### src/sv/lpnd_pkg.sv
// ----------------------------------------------------------------------------
// lpnd_pkg
// Types and constants shared by the length-prefixed nal deframer modules
// ----------------------------------------------------------------------------
package lpnd_pkg;

   localparam logic       OP_BYTE = 1'b0;
   localparam logic       OP_TAG  = 1'b1;

   localparam logic [1:0] STATUS_OK       = 2'd0;
   localparam logic [1:0] STATUS_OVERSIZE = 2'd1;
   localparam logic [1:0] STATUS_FULL     = 2'd2;
   localparam logic [1:0] STATUS_EMPTY    = 2'd3;

   localparam logic [7:0]  TYPE_FIELD_MASK = 8'h7e;
   localparam logic [5:0]  EMPTY_TYPE      = 6'd63;
   localparam logic [5:0]  VCL_LOW_MAX     = 6'd9;
   localparam logic [5:0]  VCL_HIGH_MIN    = 6'd16;
   localparam logic [5:0]  VCL_HIGH_MAX    = 6'd21;
   localparam logic [2:0]  PREFIX_BYTES    = 3'd4;
   localparam logic [24:0] RESET_MAX_LEN   = 25'd1048576;
   localparam logic [24:0] TYPE_BYTE_POS   = 25'd5;

   typedef struct packed {
      logic        op;
      logic [7:0]  stream_byte;
      logic [31:0] frame_tag;
   } lpnd_req_type;

   typedef struct packed {
      logic [7:0]  out_byte;
      logic        byte_valid;
      logic        unit_first;
      logic        unit_last;
      logic [5:0]  unit_type;
      logic [31:0] tag_out;
      logic        tag_valid;
      logic [1:0]  status;
   } lpnd_rsp_type;

   // classified item handed from the front to the back
   typedef struct packed {
      logic        is_push;
      logic [7:0]  stream_byte;
      logic [31:0] frame_tag;
   } lpnd_item_type;

   function automatic logic is_vcl(input logic [5:0] t);
      return (t <= VCL_LOW_MAX) || ((t >= VCL_HIGH_MIN) && (t <= VCL_HIGH_MAX));
   endfunction

endpackage

### src/sv/lpnd_ram.sv
// ----------------------------------------------------------------------------
// lpnd_ram
// Simple dual-port ram, one write port and one registered read port
// ----------------------------------------------------------------------------
module lpnd_ram #(
   parameter int WIDTH = 32,
   parameter int DEPTH = 16
) (
   input  logic                     clock,
   input  logic                     wr_en,
   input  logic [$clog2(DEPTH)-1:0] wr_addr,
   input  logic [WIDTH-1:0]         wr_data,
   input  logic [$clog2(DEPTH)-1:0] rd_addr,
   output logic [WIDTH-1:0]         rd_data
);

   logic [WIDTH-1:0] mem_ff [DEPTH];
   logic [WIDTH-1:0] rd_data_ff;

   always_ff @(posedge clock) begin
      if (wr_en) begin
         mem_ff[wr_addr] <= wr_data;
      end
      rd_data_ff <= mem_ff[rd_addr];
   end

   assign rd_data = rd_data_ff;

endmodule

### src/sv/lpnd_front.sv
// ----------------------------------------------------------------------------
// lpnd_front
// Input side: accepts items, classifies them and queues them for the back end
// ----------------------------------------------------------------------------
module lpnd_front (
   input  logic                    clock,
   input  logic                    reset,
   input  logic                    req_valid,
   output logic                    req_stall,
   input  lpnd_pkg::lpnd_req_type  req_data,
   output logic                    item_valid,
   output lpnd_pkg::lpnd_item_type item,
   input  logic                    item_pop
);
   import lpnd_pkg::*;

   lpnd_item_type slot_ff [2];
   lpnd_item_type new_item;
   logic          wr_idx_ff, wr_idx_in;
   logic          rd_idx_ff, rd_idx_in;
   logic [1:0]    count_ff, count_in;
   logic          push;

   always_comb begin
      new_item.is_push     = (req_data.op == OP_TAG);
      new_item.stream_byte = req_data.stream_byte;
      new_item.frame_tag   = req_data.frame_tag;
   end

   assign req_stall  = (count_ff == 2'd2);
   assign push       = req_valid && !req_stall;
   assign item_valid = (count_ff != 2'd0);
   assign item       = slot_ff[rd_idx_ff];

   always_comb begin
      wr_idx_in = push ? !wr_idx_ff : wr_idx_ff;
      rd_idx_in = item_pop ? !rd_idx_ff : rd_idx_ff;
      count_in  = count_ff + {1'b0, push} - {1'b0, item_pop};
   end

   always_ff @(posedge clock) begin
      if (push) begin
         slot_ff[wr_idx_ff] <= new_item;
      end
   end

   always_ff @(posedge clock) begin
      if (reset) begin
         wr_idx_ff <= 1'b0;
         rd_idx_ff <= 1'b0;
         count_ff  <= 2'd0;
      end else begin
         wr_idx_ff <= wr_idx_in;
         rd_idx_ff <= rd_idx_in;
         count_ff  <= count_in;
      end
   end

endmodule

### src/sv/lpnd_back.sv
// ----------------------------------------------------------------------------
// lpnd_back
// Execution side: unit parser, frame tag queue and result register
// ----------------------------------------------------------------------------
module lpnd_back #(
   parameter int TAG_DEPTH = 16,
   parameter int TAG_BITS  = 32
) (
   input  logic                    clock,
   input  logic                    reset,
   input  logic                    item_valid,
   input  lpnd_pkg::lpnd_item_type item,
   output logic                    item_pop,
   input  logic [24:0]             max_unit_length,
   output logic                    rsp_valid,
   input  logic                    rsp_stall,
   output lpnd_pkg::lpnd_rsp_type  rsp_data
);
   import lpnd_pkg::*;

   localparam int AW = $clog2(TAG_DEPTH);

   // unit parser state
   logic          in_unit_ff, in_unit_in;
   logic [2:0]    prefix_ff, prefix_in;
   logic [31:0]   len_ff, len_in;
   logic [32:0]   total_ff, total_in;
   logic [24:0]   bytes_ff, bytes_in;
   logic [5:0]    type_ff, type_in;

   // tag queue pointers, index plus wrap bit
   logic [AW-1:0] rd_idx_ff, rd_idx_in;
   logic          rd_wrap_ff, rd_wrap_in;
   logic [AW-1:0] wr_idx_ff, wr_idx_in;
   logic          wr_wrap_ff, wr_wrap_in;
   logic          fifo_empty, fifo_full;

   logic                ram_we;
   logic [TAG_BITS-1:0] ram_rd_data;
   logic [TAG_BITS-1:0] head;
   logic                byp_ff;
   logic [TAG_BITS-1:0] byp_data_ff;

   lpnd_rsp_type  rsp_ff, rsp_in;
   logic          rsp_valid_ff, rsp_valid_in;
   logic          advance;

   logic          last;
   logic [5:0]    type_now;
   logic [31:0]   full_len;
   logic [32:0]   len_total;
   logic [24:0]   bytes_inc;

   assign fifo_empty = (rd_idx_ff == wr_idx_ff) && (rd_wrap_ff == wr_wrap_ff);
   assign fifo_full  = (rd_idx_ff == wr_idx_ff) && (rd_wrap_ff != wr_wrap_ff);

   assign advance  = !rsp_valid_ff || !rsp_stall;
   assign item_pop = item_valid && advance;

   // head is re-read every cycle; a write to the head slot is forwarded for one cycle
   assign head = byp_ff ? byp_data_ff : ram_rd_data;

   lpnd_ram #(
      .WIDTH (TAG_BITS),
      .DEPTH (TAG_DEPTH)
   ) u_tag_ram (
      .clock   (clock),
      .wr_en   (ram_we),
      .wr_addr (wr_idx_ff),
      .wr_data (TAG_BITS'(item.frame_tag)),
      .rd_addr (rd_idx_in),
      .rd_data (ram_rd_data)
   );

   always_comb begin
      rsp_in     = '0;
      in_unit_in = in_unit_ff;
      prefix_in  = prefix_ff;
      len_in     = len_ff;
      total_in   = total_ff;
      bytes_in   = bytes_ff;
      type_in    = type_ff;
      rd_idx_in  = rd_idx_ff;
      rd_wrap_in = rd_wrap_ff;
      wr_idx_in  = wr_idx_ff;
      wr_wrap_in = wr_wrap_ff;
      ram_we     = 1'b0;
      last       = 1'b0;
      type_now   = type_ff;
      full_len   = {len_ff[23:0], item.stream_byte};
      len_total  = {1'b0, full_len} + 33'd4;
      bytes_inc  = bytes_ff + 25'd1;

      if (item_pop) begin
         if (item.is_push) begin
            if (fifo_full) begin
               rsp_in.status = STATUS_FULL;
            end else begin
               ram_we = 1'b1;
               if (wr_idx_ff == AW'(TAG_DEPTH - 1)) begin
                  wr_idx_in  = '0;
                  wr_wrap_in = !wr_wrap_ff;
               end else begin
                  wr_idx_in = wr_idx_ff + AW'(1);
               end
            end
         end else begin
            rsp_in.out_byte   = item.stream_byte;
            rsp_in.byte_valid = 1'b1;
            if (!in_unit_ff) begin
               in_unit_in        = 1'b1;
               prefix_in         = 3'd1;
               bytes_in          = 25'd1;
               len_in            = {24'd0, item.stream_byte};
               type_in           = EMPTY_TYPE;
               rsp_in.unit_first = 1'b1;
            end else if (prefix_ff < PREFIX_BYTES) begin
               prefix_in = prefix_ff + 3'd1;
               bytes_in  = bytes_inc;
               len_in    = full_len;
               if (prefix_ff == PREFIX_BYTES - 3'd1) begin
                  total_in = len_total;
                  if (len_total > {8'd0, max_unit_length}) begin
                     rsp_in.byte_valid = 1'b0;
                     rsp_in.status     = STATUS_OVERSIZE;
                     in_unit_in        = 1'b0;
                     prefix_in         = 3'd0;
                     bytes_in          = 25'd0;
                     len_in            = 32'd0;
                     type_in           = EMPTY_TYPE;
                  end else if (full_len == 32'd0) begin
                     last = 1'b1;
                  end
               end
            end else begin
               bytes_in = bytes_inc;
               if (bytes_inc == TYPE_BYTE_POS) begin
                  type_now = 6'((item.stream_byte & TYPE_FIELD_MASK) >> 1);
                  type_in  = type_now;
               end
               if ({8'd0, bytes_inc} >= total_ff) begin
                  last = 1'b1;
               end
            end

            if (last) begin
               rsp_in.unit_last = 1'b1;
               rsp_in.unit_type = type_now;
               if ((type_now != EMPTY_TYPE) && is_vcl(type_now)) begin
                  if (fifo_empty) begin
                     rsp_in.status = STATUS_EMPTY;
                  end else begin
                     rsp_in.tag_out   = 32'(head);
                     rsp_in.tag_valid = 1'b1;
                     if (rd_idx_ff == AW'(TAG_DEPTH - 1)) begin
                        rd_idx_in  = '0;
                        rd_wrap_in = !rd_wrap_ff;
                     end else begin
                        rd_idx_in = rd_idx_ff + AW'(1);
                     end
                  end
               end
               in_unit_in = 1'b0;
               prefix_in  = 3'd0;
               bytes_in   = 25'd0;
               len_in     = 32'd0;
               type_in    = EMPTY_TYPE;
            end
         end
      end

      if (item_pop) begin
         rsp_valid_in = 1'b1;
      end else if (advance) begin
         rsp_valid_in = 1'b0;
      end else begin
         rsp_valid_in = rsp_valid_ff;
      end
   end

   always_ff @(posedge clock) begin
      if (item_pop) begin
         rsp_ff <= rsp_in;
      end
      byp_data_ff <= TAG_BITS'(item.frame_tag);
   end

   always_ff @(posedge clock) begin
      if (reset) begin
         in_unit_ff   <= 1'b0;
         prefix_ff    <= 3'd0;
         len_ff       <= 32'd0;
         total_ff     <= 33'd0;
         bytes_ff     <= 25'd0;
         type_ff      <= EMPTY_TYPE;
         rd_idx_ff    <= '0;
         rd_wrap_ff   <= 1'b0;
         wr_idx_ff    <= '0;
         wr_wrap_ff   <= 1'b0;
         byp_ff       <= 1'b0;
         rsp_valid_ff <= 1'b0;
      end else begin
         in_unit_ff   <= in_unit_in;
         prefix_ff    <= prefix_in;
         len_ff       <= len_in;
         total_ff     <= total_in;
         bytes_ff     <= bytes_in;
         type_ff      <= type_in;
         rd_idx_ff    <= rd_idx_in;
         rd_wrap_ff   <= rd_wrap_in;
         wr_idx_ff    <= wr_idx_in;
         wr_wrap_ff   <= wr_wrap_in;
         byp_ff       <= ram_we && (wr_idx_ff == rd_idx_in);
         rsp_valid_ff <= rsp_valid_in;
      end
   end

   assign rsp_valid = rsp_valid_ff;
   assign rsp_data  = rsp_ff;

endmodule

### src/sv/length_prefixed_nal_deframer.sv
// ----------------------------------------------------------------------------
// length_prefixed_nal_deframer
// Deframes 4-byte length-prefixed nal units and pairs vcl units with frame tags
// ----------------------------------------------------------------------------
// Takes one item per clock, an encoder stream byte or a frame tag push, and
// gives exactly one result per item at that rate unless req_stall or rsp_stall
// holds the flow. Items pass through a two-entry queue at the input and then
// the result register, so the input and result sides stall independently; the
// result register frees up in the same cycle it is read. Frame tags sit in a
// TAG_DEPTH-entry ram whose head is read ahead each cycle, so a tag pushed in
// one cycle can be popped by the next. max_unit_length may only be written
// while no item is in flight; csr_ready is always high.
module length_prefixed_nal_deframer #(
   parameter int TAG_DEPTH = 16,
   parameter int TAG_BITS  = 32
) (
   input  logic                   clock,
   input  logic                   reset,
   input  logic                   req_valid,
   output logic                   req_stall,
   input  lpnd_pkg::lpnd_req_type req_data,
   output logic                   rsp_valid,
   input  logic                   rsp_stall,
   output lpnd_pkg::lpnd_rsp_type rsp_data,
   input  logic                   csr_valid,
   output logic                   csr_ready,
   input  logic [24:0]            csr_data
);
   import lpnd_pkg::*;

   logic          item_valid;
   lpnd_item_type item;
   logic          item_pop;
   logic [24:0]   max_len_ff, max_len_in;

   assign csr_ready  = 1'b1;
   assign max_len_in = (csr_valid && csr_ready) ? csr_data : max_len_ff;

   always_ff @(posedge clock) begin
      if (reset) begin
         max_len_ff <= RESET_MAX_LEN;
      end else begin
         max_len_ff <= max_len_in;
      end
   end

   lpnd_front u_front (
      .clock      (clock),
      .reset      (reset),
      .req_valid  (req_valid),
      .req_stall  (req_stall),
      .req_data   (req_data),
      .item_valid (item_valid),
      .item       (item),
      .item_pop   (item_pop)
   );

   lpnd_back #(
      .TAG_DEPTH (TAG_DEPTH),
      .TAG_BITS  (TAG_BITS)
   ) u_back (
      .clock           (clock),
      .reset           (reset),
      .item_valid      (item_valid),
      .item            (item),
      .item_pop        (item_pop),
      .max_unit_length (max_len_ff),
      .rsp_valid       (rsp_valid),
      .rsp_stall       (rsp_stall),
      .rsp_data        (rsp_data)
   );

   // back end only takes from a queue that holds something
   a_pop_needs_item: assert property (@(posedge clock) disable iff (reset)
      item_pop |-> item_valid)
      else $error("back end popped an empty item queue");

   // an accepted transfer is waiting in the queue in the next cycle
   a_accept_queued: assert property (@(posedge clock) disable iff (reset)
      req_valid && !req_stall |=> item_valid)
      else $error("accepted transfer missing from item queue");

   // a register write lands in the limit register
   a_csr_write: assert property (@(posedge clock) disable iff (reset)
      csr_valid && csr_ready |=> max_len_ff == $past(csr_data))
      else $error("max unit length not updated by write");

endmodule
### config.mk
export PLATFORM = sky130hd
export DESIGN_NAME = length_prefixed_nal_deframer
export DESIGN_NICKNAME = d
export VERILOG_FILES = /design/src/sv/lpnd_pkg.sv /design/src/sv/lpnd_ram.sv /design/src/sv/lpnd_front.sv /design/src/sv/lpnd_back.sv /design/src/sv/length_prefixed_nal_deframer.sv
export SDC_FILE = /design/constraint.sdc
export NUM_CORES = 1
export LEC_CHECK = 0
export BUFFER_PORTS_ARGS = -buffer_cell sky130_fd_sc_hd__buf_2
export CELL_PAD_IN_SITES_DETAIL_PLACEMENT = 1
export CELL_PAD_IN_SITES_GLOBAL_PLACEMENT = 1
export CORE_MARGIN = 8
export CORE_UTILIZATION = 32
export DETAILED_ROUTE_END_ITERATION = 16
export GPL_TIMING_DRIVEN = 1
export PLACE_DENSITY = 0.6
export SYNTH_ARGS = -nofsm -noshare
export SYNTH_HDL_FRONTEND = slang
export SYNTH_HIERARCHICAL = 1
export SYNTH_SLANG_ARGS = --single-unit
### constraint.sdc
create_clock -name clock -period 10.64 [get_ports clock]
set_clock_uncertainty 0.05 [all_clocks]
set_input_delay 2.128 -clock clock [delete_from_list [all_inputs] [get_ports clock]]
set_output_delay 2.128 -clock clock [all_outputs]
set_load 0.01 [all_outputs]
==> results of run 1 <==
-- registers in the layout (all words and copies together) (netlist names), 4 cells and up, named ones only --
register,count
u_back/u_tag_ram/mem_ff,512
u_front/slot_ff,82
u_back/rsp_data,52
u_back/total_ff,33
u_back/byp_data_ff,32
u_back/u_tag_ram/rd_data,32
max_len_ff,25
u_back/bytes_ff,25
u_back/len_ff,24
u_back/type_ff,6
u_back/rd_idx_ff,4
u_back/wr_idx_ff,4
-- stage by stage --
| step | power [mW] | utilization (%) |
|---|---|---|
| floorplan | 4.871 | - |
| detailed placement | 5.350 | 34.36 |
| global route | 8.895 | 37.37 |
| finish | 8.536 | 37.37 |
| global placement | 5.299 | 34.36 |
| CTS | 8.675 | 37.37 |
-- cell type report --
| type | instances | area (um2) |
|---|---|---|
| clock buffer | 116 | 2545 |
| tap | 1391 | 1740 |
| multi-input combinational | 1177 | 9937 |
| fill | 10780 | 66020 |
| inverter | 70 | 262.8 |
| antenna | 1 | 2.502 |
| sequential | 844 | 23370 |
| clock inverter | 55 | 635.6 |
| timing repair buffer | 162 | 908.4 |
-- cell usage after synthesis, drive strengths merged (28+ instances only) --
cell,instances,area [um2]
a22oi,66,495.5
nor2,156,585.6
buf,52,332.8
mux2i,64,640.6
mux4,128,2883
a21oi,91,455.4
ha,59,738.2
mux2,44,495.5
xnor2,44,385.4
o21ai,30,150.2
nand4,28,190.2
edfxtp,646,19400
nand2,136,510.5
a211oi,35,262.8
nand3,78,390.4
clkbuf,82,307.8
dfxtp,198,3964
inv,70,262.8
-- final timing paths --
| kind | from | to | slack [ns] | depth (start not counted) |
|---|---|---|---|---|
| setup reg to reg | u_back/bytes_ff[0] | u_back/u_tag_ram/rd_data[14] | 3.28 | 18 |
| hold / removal | u_back/prefix_ff[1] | u_back/prefix_ff[1] | 0.41 | 2 |
| hold reg to reg | u_back/prefix_ff[1] | u_back/prefix_ff[1] | 0.41 | 2 |
| setup / recovery | u_back/bytes_ff[0] | u_back/u_tag_ram/rd_data[14] | 3.28 | 18 |
-- kinds of logic (layout without fill, tap and decap cells) --
group	Yosys count	in the layout	share of synthesized area [%]
AOI/OAI and AO/OA	272	272	5.222
xor gates and xnor gates	66	66	1.698
adders and majority gates	59	59	2.168
buffers and inverters	204	403	2.653
DFF	844	844	68.61
muxes	236	236	11.80
other	1	2	0.01101
and+or+nand+nor	543	543	7.838
-- per-layer routing --
layer	part of all wire, %	up-vias	GRT usage [%]
met1	42	10290	19.00
met2	51	371	26.72
met3	4.0	162	2.598
met4	2.8	0	4.916
met5	0	-	0
li1	-	8744	-
-- tightest hold or removal path, delay by kind of cell (launching register included) --
family	cells	cell delay, ns
AO/OA/AOI/OAI	1	0.05
AND/OR/NAND/NOR	1	0.05
flip-flops	1	0.31
-- power by group through the flow --
stage               Sequential, mW  Clock [mW]  Combinational, mW
floorplan                     4.20           0              0.666
global placement              4.22           0               1.08
detailed placement            4.23           0               1.12
CTS                           4.16        3.39               1.12
global route                  4.18        3.50               1.21
finish                        4.16        3.29               1.09
==> results.toml, run 1 <==
[power]
pwr-share-comb_pct = 12.7
power.share.clock_pct = 38.6
power.leakage_nw = 13.17
seqPwrFrac_pct = 48.7
p_sw_mw = 2.226
intPower_mw = 6.311
p_per_area_nw_per_um2 = 216.7
switching_share_pct = 26.07
ir_drop_v = 0.0001348

[hold_path]
hp-class = "register to register"

[place]
globalplace.congestion = 0.7836
dpl.hpwl_mm = 52.94
place_inst = 3644
dpl_worst_slack_ns = 3.207
placed_area_um2 = 36220
io_buffers = 124

[clock_network]
cts-root-buf = "clkbuf_16"
cts_tree = "yes"
cts_resized = 0
clkTransAtPathRegs_ns = 0.06
cts-buffers-inserted = 91
cts_hold_buf = 0
ctsHtreeMaxLevel = 3
clockBufferDepth = 3
postCtsSetupBuffers = 0
clock_latency_ns = 0.67
cts_sinks = 844

[logic_synthesis]
ys.flop_type = "edfxtp_1"
synth-seq-area-share_pct = 68.61
synthArstFlopShare_pct = 0
netlist_instances = 2225
synth_edf_count = 646
synth_seq_cells = 844
synth.distinct_cells = 72
syn-cell-area_um2 = 34050
synth_warnings = 6
syn_nets = 2355
synth_area_per_cell_um2 = 15.30

[sta]
period_needed_ns = 7.363
hold_slack_ns = 0.4106
max_freq_mhz = 135.8
finalMaxSlewViolations = 0
slew_headroom_pct = 18.31
setup-tns-final_ns = 0
grt_setup_unrepaired = "false"
tightest_slew_ns = 1.225
finalCritPeriodShare_pct = 69.20
timing.final.ws_setup_ns = 3.277
hold_viol = 0
setup_viol = 0

[grt]
antenna_found_initial = 4
grt_pass1_vias = 21120
grt.overflow.total = 0
grt_start_max_net_pins = 103
grt_pass1_wl_mm = 135.2
track_usage_pct = 15.20

[drt]
wire_per_inst_um = 23.47
vias_per_cell = 5.128
drt_iter0_markers = 1263
ant_nets = 0
drt-pass1-iter-count = 5
vias = 19570
drc = 0
wirelength_mm = 89.55

[die]
core_area_um2 = 105400
ios = 126
dieArea_um2 = 117100
dieHeight_um = 342.2
num_rows = 119
die_w_um = 342.2
initial_core_util_pct = 32.30

[setup_path]
path_cells = "ha_1 > nand3_1 > or4_1 > nor3_1 > xor2_1 > ha_1 > nand4_1 > or2_2 > nor3_1 > a21oi_1 > nand2_1 > o2111ai_1 > a221oi_4 > mux2_4 > buf_4 > mux4_2 > a22oi_1 > nand2_1"
cp_slowest_cell = "mux2_4"
cp-end-kind = "register"
path_class = "register to register"
worstPathMaxFanout = 74
cp_num_buf_inv = 1
crit_family = "simple AND/OR/NAND/NOR gates"
crit_path_max_incr_delay_ns = 1.02
startpoint_type = "register"
worstPathArrival_ns = 7.87
critPathRequiredTime_ns = 11.15

[job]
maxCapViolCount = 0

[final_layout]
drive_gt1_share_pct = 21.58
finalNetCount = 2476
final_common_cell = "edfxtp_1"
syn_to_final_growth_pct = 15.70
design_area_um2 = 39400
layout_common_cells = "edfxtp_1, dfxtp_1, nor2_1"
fin_cells = 3816

[status]
status = "completed"
Power figures use the tool's default switching activity.
==> run 2, diff against run 1 <==
PLACE_DENSITY = 0.58   (was 0.6)
clock period = 6.96 ns   (was 10.64 ns; I/O delays follow)
==> results.toml, run 2 (same netlist as run 1, synthesis figures left out) <==
[setup_path]
critPathRequiredTime_ns = 7.45
startpoint_type = "register"
worstPathArrival_ns = 6.89
ff2ff_path_depth = 19
rr_startpoint = "u_back/bytes_ff[0]"
worstPathMaxFanout = 25
path_class = "register to register"
rrSetupSlack_ns = 0.56
r2r_end = "u_back/u_tag_ram/rd_data[14]"
cp-end-kind = "register"

[power]
ir_drop_v = 0.0002194
p_per_area_nw_per_um2 = 323.5
power.leakage_nw = 13.12

[sta]
setup_viol = 0
max_freq_mhz = 156.2
hold_viol = 0
timing.final.ws_setup_ns = 0.5567
finalCritPeriodShare_pct = 92.00
period_needed_ns = 6.403
slew_headroom_pct = 14.86
hold_slack_ns = 0.4112
finalMaxSlewViolations = 0
tightest_slew_ns = 1.270
setup-tns-final_ns = 0
grt_setup_unrepaired = "false"

[die]
initial_core_util_pct = 32.30
num_rows = 119
ios = 126
dieArea_um2 = 117100
dieHeight_um = 342.2
core_area_um2 = 105400
die_w_um = 342.2

[drt]
vias = 19420
drt-pass1-iter-count = 5
drc = 0
wire_per_inst_um = 23.62
ant_nets = 0
drt_iter0_markers = 1159
wirelength_mm = 90.43
vias_per_cell = 5.072

[final_layout]
fin_cells = 3829
syn_to_final_growth_pct = 15.66
final_common_cell = "edfxtp_1"
largest_reg_flops = 512
fillers = 10790
drive_gt1_share_pct = 21.41
regArea_um2 = 23360
multi_input_area_um2 = 9958
regMostFlops = "u_back/u_tag_ram/mem_ff"
diodes = 0
layout_common_cells = "edfxtp_1, dfxtp_1, nor2_1"
finalNetCount = 2489

[place]
globalplace.congestion = 0.7930
dpl_worst_slack_ns = 0.1675
place_inst = 3652
io_buffers = 124
dpl.hpwl_mm = 54.62

[hold_path]
holdPathEnd = "u_back/total_ff[3]"
hp-class = "register to register"
min-delay-start = "u_back/total_ff[3]"
holdPathStages = 2

[clock_network]
cts_tree = "yes"
cts_sinks = 844
clockBufferDepth = 3
cts_resized = 0
clock_latency_ns = 0.66
ctsHtreeMaxLevel = 3
clkTransAtPathRegs_ns = 0.06
cts-root-buf = "clkbuf_16"
cts-buffers-inserted = 93

[grt]
grt_start_max_net_pins = 75
track_usage_pct = 15.09
grt_pass1_vias = 21110
grt.overflow.total = 0
antenna_found_initial = 5
grt_pass1_wl_mm = 134.0

[job]
maxCapViolCount = 0

[status]
status = "completed"
run 2: cell count changes in the layout (fill, tap and decap cells not counted), moves of 2 or more:
cell        before  now
clkbuf_1        11   36
buf_12           0    9
clkinv_1        16    7
bufinv_16       10    3
clkinv_2        19   14
clkbuf_8        11    9
clkinv_16        4    2
clkinv_8         0    2
clkinvlp_4       3    5
run 2: layer usage:
layer  vias to the layer above  GRT usage [%]  part of all wire (%)
met5                         -              0                     0
li1                       8769              -                     -
met4                         0          4.671                   2.6
met3                       152          2.228                   3.5
met1                     10160          19.02                    43
met2                       342          26.69                    51
run 2: cell type report:
cell class / count / area share, %
clock buffers: 140 / 6.694
clock inverters: 34 / 0.8260
repair buffers: 172 / 2.783
inverters: 70 / 0.6672
well taps: 1391 / 4.419
flip-flops and latches: 844 / 59.33
multi-input cells: 1178 / 25.29
run 2: where the power goes:
part           switching [mW]  internal [mW]  leakage [nW]  total (mW)
Clock                    2.01           2.74          1.43        4.75
Combinational            1.16          0.517          4.18        1.67
Sequential              0.169           6.15          7.51        6.32
run 2: worst max-delay path: stages (launching register included):
cell and delay (ns):
dfxtp_1 0.50, ha_1 0.38, nand3_1 0.30, or4_1 0.65
nor3_1 0.30, xor2_1 0.45, ha_1 0.23, nand4_1 0.09
or2_2 0.36, nor3_1 0.25, a21oi_1 0.10, nand2_1 0.08
o2111ai_1 0.28, a221oi_4 0.43, buf_12 0.17, mux2_8 0.40
buf_4 0.40, mux4_2 0.55, a22oi_1 0.22, nand2_1 0.07
run 2: repair_timing:
item | 4_1_cts | 5_1_grt
setup endpoints to repair | 0 | 23
hold buffers | 0 | 0
setup buffers | 0 | 2
run 2: through the flow:
| stage | utilization (%) | instance area [um2] | power, mW |
|---|---|---|---|
| final | 37.36 | 39380 | 12.74 |
| after global routing | 37.36 | 39380 | 13.28 |
| after CTS | 37.32 | 39340 | 12.96 |
| after detailed placement | 34.51 | 36380 | 8.163 |
| after global placement | 34.51 | 36380 | 8.087 |
| after floorplan | - | 34060 | 7.429 |
run 2: how the worst max path moves through the flow:
stage,to,start,cells past startpoint,slack (ns)
2_1_floorplan,u_back/u_tag_ram/mem_ff[0][0],rsp_stall,5,0.12
3_3_place_gp,u_back/u_tag_ram/rd_data[18],register,19,0.40
3_5_place_dp,u_back/u_tag_ram/rd_data[14],register,19,0.17
4_1_cts,u_back/u_tag_ram/rd_data[14],register,19,0.13
5_1_grt,u_back/u_tag_ram/rd_data[15],u_back/bytes_ff[0],19,0.09
6_report,u_back/u_tag_ram/rd_data[14],u_back/bytes_ff[0],19,0.56
